**src/lmgs_ram.sv**
```systemverilog
// Generic simple dual-port RAM with registered read.
module lmgs_ram #(
  parameter int WIDTH = 32,
  parameter int DEPTH = 16
) (
  input  logic                     clk,
  input  logic                     we,
  input  logic [$clog2(DEPTH)-1:0] waddr,
  input  logic [WIDTH-1:0]         wdata,
  input  logic                     re,
  input  logic [$clog2(DEPTH)-1:0] raddr,
  output logic [WIDTH-1:0]         rdata
);

  logic [WIDTH-1:0] mem [DEPTH];

  always_ff @(posedge clk) begin
    if (we) begin
      mem[waddr] <= wdata;
    end
    if (re) begin
      rdata <= mem[raddr];
    end
  end

endmodule

```
**config.mk**
```make
export PLATFORM = sky130hd
export DESIGN_NAME = lmgs_ram
export DESIGN_NICKNAME = d
export VERILOG_FILES = /design/src/lmgs_ram.sv
export SDC_FILE = /design/constraint.sdc
export NUM_CORES = 1
export LEC_CHECK = 0
export ABC_AREA = 1
export BUFFER_PORTS_ARGS = -buffer_cell sky130_fd_sc_hd__buf_2
export CAP_MARGIN = 20
export CORE_ASPECT_RATIO = 0.8
export CORE_MARGIN = 2
export CORE_UTILIZATION = 56
export CTS_CLUSTER_DIAMETER = 80
export DETAILED_ROUTE_END_ITERATION = 10
export GPL_ROUTABILITY_DRIVEN = 1
export PLACE_DENSITY = 0.76
export SYNTH_ARGS = -nofsm -noshare
export SYNTH_HDL_FRONTEND = slang
export SYNTH_SLANG_ARGS = --single-unit
```
**constraint.sdc**
```tcl
create_clock -name clk -period 2.05 [get_ports clk]
set_input_delay 0.205 -clock clk [delete_from_list [all_inputs] [get_ports clk]]
set_output_delay 0.205 -clock clk [all_outputs]
set_load 0.005 [all_outputs]
```
== After elaboration in Yosys (flattened, before gate mapping) ==
Memory sizes are Yosys's and may differ from the RTL's. A register that Yosys moved wholly into a read port is not among the register bits.
Index checks and enable logic that the tools add are counted.
Widths: inputs -> output; s select.

* Mux-type cells: 2

{| class="wikitable"
|+ Operators by type and width
! kind !! number
|-
| $mux 1 || 2
|}

* Register bits after elaboration: 0
* Bits in writable memories: 512
* Input port bits: 43
* Output and inout bits: 32
* Logic and storage cells: 3
* Memories kept: 1

{| class="wikitable"
|+ Memories
! name !! depth !! bits a word !! rd ports !! clocked after Yosys merged registers in !! write ports !! RTL line !! source
|-
| mem || 16 || 32 || 1 || 1 || 1 || 15 || <nowiki>logic [WIDTH-1:0] mem [DEPTH];</nowiki>
|}

== Longest topological paths before layout ==
* Depth after elaboration: 2
* Mapped depth: 10
* Gate-level depth less buffers: 7

== Worst setup path after synthesis ==
OpenSTA, ideal clock, no wires.

* Kind: input port to flip-flop
* From: in waddr[2]
* To: mem mem[10][0] (enable)
* Arrival time: 1777 ps
* Required time: 1629 ps
* Setup slack: -148 ps
* Stages: 2
* Buffers on the path: 0
* Cell sequence: nand3b_1 nor2_1

{| class="wikitable"
|+ RTL lines
! element !! RTL line !! source
|-
| start, declared || 8 || <nowiki>input logic [$clog2(DEPTH)-1:0] waddr,</nowiki>
|-
| end, declared || 15 ||
|}

Straight into the memory's write port.

== Worst setup path after layout ==
* From: reg rdata[17] (read register of mem)
* To: out rdata[17]

{| class="wikitable"
|+ RTL lines
! element !! RTL line !! source
|-
| start, declared || 12 || <nowiki>output logic [WIDTH-1:0] rdata</nowiki>
|}

No word-level cell between the ends.

==> run_summary.xml <==
<?xml version="1.0" encoding="UTF-8"?>
<metrics>
  <group name="setup_path">
    <metric name="worst-path-max-fanout" unit="">1</metric>
    <metric name="r2r_slack" unit="ns">0.82</metric>
    <metric name="crit-reg2reg-launch" unit="">mem[13][16]</metric>
    <metric name="ff2ff_path_depth" unit="">6</metric>
    <metric name="crit_required" unit="ns">1.85</metric>
    <metric name="end_kind" unit="">output pin</metric>
    <metric name="path_cells" unit="">buf_2</metric>
    <metric name="worstReg2RegEnd" unit="">rdata[16]</metric>
    <metric name="crit_path_kind" unit="">flip-flop to output pin</metric>
    <metric name="critical_path.max_stage_delay" unit="ns">0.45</metric>
    <metric name="critPathLaunchType" unit="">flip-flop</metric>
    <metric name="crit_family" unit="">flip-flops</metric>
    <metric name="crit_path_top_delay_cell" unit="">edfxtp_1</metric>
    <metric name="cp_num_buf_inv" unit="">1</metric>
    <metric name="worst_ep_arrival_time" unit="ns">1.19</metric>
  </group>
  <group name="timing">
    <metric name="rsz0062_at_grt" unit="">no</metric>
    <metric name="post-route-period-util" unit="">0.682</metric>
    <metric name="post-route-min-period" unit="ns">1.40</metric>
    <metric name="fmaxAchievable" unit="GHz">0.715</metric>
    <metric name="tns" unit="ns">0</metric>
    <metric name="slew_violations" unit="">0</metric>
    <metric name="slew_headroom" unit="">0.641</metric>
    <metric name="final-setup-viol-count" unit="">0</metric>
    <metric name="timing_worst_slew_pin_value" unit="ns">0.538</metric>
    <metric name="worst_hold_margin" unit="ns">0.0184</metric>
    <metric name="worst_clock_skew" unit="ns">0.0248</metric>
    <metric name="fin_hold_viols" unit="">0</metric>
  </group>
  <group name="floorplan">
    <metric name="num_io_pins" unit="">75</metric>
    <metric name="die_x" unit="µm">231</metric>
    <metric name="chipHeight" unit="µm">185</metric>
    <metric name="total_die_area" unit="µm²">42800</metric>
    <metric name="coreArea" unit="µm²">40600</metric>
    <metric name="rows" unit="">66</metric>
    <metric name="start_util" unit="">0.567</metric>
  </group>
  <group name="cells_and_area">
    <metric name="finish.net_count" unit="">2244</metric>
    <metric name="final_layout_size_suffix_gt1_frac" unit="">0.0923</metric>
    <metric name="finish.cell_count_without_fillers" unit="">2787</metric>
    <metric name="layout_common_cells" unit="">nand2_1 (677), edfxtp_1 (544), inv_1 (386)</metric>
    <metric name="antenna_cells" unit="">0</metric>
    <metric name="utilization" unit="">0.638</metric>
    <metric name="layout_commonest_cell" unit="">nand2_1</metric>
    <metric name="area_growth" unit="%">12.4</metric>
  </group>
  <group name="place">
    <metric name="placed_cells" unit="">2680</metric>
    <metric name="dpl.hpwl" unit="mm">28.6</metric>
    <metric name="place.gp.congestion" unit="">0.823</metric>
    <metric name="portBuffers" unit="">74</metric>
  </group>
  <group name="yosys">
    <metric name="synth_top_cell_area_share" unit="">0.709</metric>
    <metric name="cell_types_occupying_the_most_area_after_synthesis" unit="">edfxtp_1 (71%), nand2_1 (11%), nand3_1 (8.4%), inv_1 (6.3%), buf_6 (1.4%)</metric>
    <metric name="ys_warn_count" unit="">0</metric>
    <metric name="synth_seq_area_share" unit="">0.709</metric>
    <metric name="synth_fp_nets" unit="">2163</metric>
    <metric name="postSynthCellCount" unit="">2120</metric>
    <metric name="synth_seq_cells" unit="">544</metric>
    <metric name="netlist.top_cell.by_area" unit="">edfxtp_1</metric>
    <metric name="syn_area_per_cell" unit="µm²">10.9</metric>
    <metric name="synth_cell_types" unit="">14</metric>
    <metric name="netlist_area" unit="µm²">23100</metric>
  </group>
  <group name="detailed_routing">
    <metric name="drt-vias-per-instance" unit="">5.42</metric>
    <metric name="drt_drc_violations_left" unit="">0</metric>
    <metric name="routed_wl" unit="mm">53.0</metric>
    <metric name="num_vias" unit="">15095</metric>
    <metric name="topRoutingLayerUsed" unit="">met4</metric>
    <metric name="drt_first_pass_iters" unit="">5</metric>
    <metric name="drt_iter0_markers" unit="">1706</metric>
    <metric name="met2RoutedLength" unit="mm">25.2</metric>
    <metric name="m1_wire_length" unit="mm">21.8</metric>
    <metric name="met3WireLength" unit="mm">4.40</metric>
    <metric name="wl_per_cell" unit="µm">19.0</metric>
    <metric name="drtAntennaViolNets" unit="">0</metric>
  </group>
  <group name="clock_network">
    <metric name="cts.sink_count" unit="">544</metric>
    <metric name="h-tree-depth" unit="">2</metric>
    <metric name="cts_tree" unit="">built</metric>
    <metric name="ctsLongestPathBuffers" unit="">3</metric>
    <metric name="clock_latency_at_the_later_pin_of_the_worst_skew_pair" unit="ns">0.58</metric>
    <metric name="cts_root_buf" unit="">clkbuf_16</metric>
    <metric name="numCtsBuffers" unit="">51</metric>
    <metric name="worst_setup_hold_path_clk_slew" unit="ns">0.06</metric>
    <metric name="post-cts-setup-buffer-count" unit="">0</metric>
  </group>
  <group name="power_and_ir_drop">
    <metric name="static-leakage-power" unit="nW">11.0</metric>
    <metric name="p_total" unit="mW">22.9</metric>
    <metric name="power_per_cell_area" unit="nW/µm²">885</metric>
    <metric name="vdd.ir_drop.worst" unit="mV">0.723</metric>
  </group>
  <group name="worst_hold_path">
    <metric name="hold-path-endpoint" unit="">mem[7][9]</metric>
    <metric name="worst_hold_startpoint" unit="">wdata[9]</metric>
    <metric name="hold_class" unit="">primary input to flip-flop</metric>
    <metric name="whs_path_depth" unit="">1</metric>
  </group>
  <group name="run_status">
    <metric name="outcome" unit="">completed</metric>
  </group>
  <group name="grt">
    <metric name="antenna_found_initial" unit="">0</metric>
    <metric name="overflow" unit="">0</metric>
    <metric name="first_pass_grt_wire_length" unit="mm">82.3</metric>
    <metric name="first_global_vias" unit="">14848</metric>
    <metric name="grt_max_degree" unit="">109</metric>
    <metric name="grt_total_usage" unit="">0.252</metric>
  </group>
  <group name="run">
    <metric name="cap_viol_max_count" unit="">0</metric>
  </group>
</metrics>
## metrics by stage
stage | cell area [µm²] | worst slack [ns]
after floorplan | 23100 | -0.148
after global routing | 25900 | 0.626
after global placement | 24200 | 0.409
after CTS | 25900 | 0.612
after detailed placement | 24200 | 0.334
final | 25900 | 0.652
## per-layer routing
| metal | global-route usage | vias up |
|---|---|---|
| met5 | 0 | - |
| met3 | 0.0403 | 121 |
| met2 | 0.421 | 712 |
| li1 | - | 7039 |
| met1 | 0.340 | 7223 |
| met4 | 0.0908 | 0 |
## worst max path at each step
stage                          from         end  slack (ns)  cells past startpoint
after global routing      rdata[20]   rdata[20]        0.63                      1
final                     rdata[17]   rdata[17]        0.65                      1
after detailed placement   raddr[0]   rdata[31]        0.33                      8
after floorplan            waddr[2]  mem[10][0]       -0.15                      2
after CTS                 rdata[20]   rdata[20]        0.61                      1
after global placement     raddr[0]    rdata[0]        0.41                      8
## logic make-up (layout without fill, tap and decap cells)
family                 after synthesis  after routing  share of synthesized area
AND/OR/NAND/NOR                   1081           1081                      0.197
flip-flops                         544            544                      0.709
buffers and inverters              495            618                     0.0941
## where the power goes
group	internal, mW	switching (mW)
Combinational	0.440	1.03
Sequential	12.5	0.0698
Clock	4.90	3.96
Total	17.9	5.06
## state kept, by name (all words and copies together), names as in the netlist
| name | flops |
|---|---|
| mem | 512 |
| rdata | 32 |
## final cells by class
class / count / area (µm²)
Clock buffer: 64 / 1350
Clock inverter: 31 / 203
Fill cell: 3043 / 14700
Inverter: 390 / 1470
Multi-Input combinational cell: 1081 / 4670
Sequential cell: 544 / 16300
Tap cell: 544 / 681
Timing Repair Buffer: 133 / 1200
## cells in the mapped netlist
| library cell | count |
|---|---|
| nand2_1 | 677 |
| edfxtp_1 | 544 |
| inv_1 | 388 |
| nand3_1 | 385 |
| buf_2 | 41 |
| buf_6 | 29 |
| nor2_1 | 17 |
| buf_1 | 14 |
| clkbuf_1 | 14 |
| buf_4 | 6 |
| nand3b_1 | 2 |
| buf_12 | 1 |
| inv_2 | 1 |
| inv_4 | 1 |
## timing repair
item	CTS	global route
gates resized for setup	0	0
hold endpoints to repair	137	0
hold buffers	12	0
(Power assumes the default switching activity.)
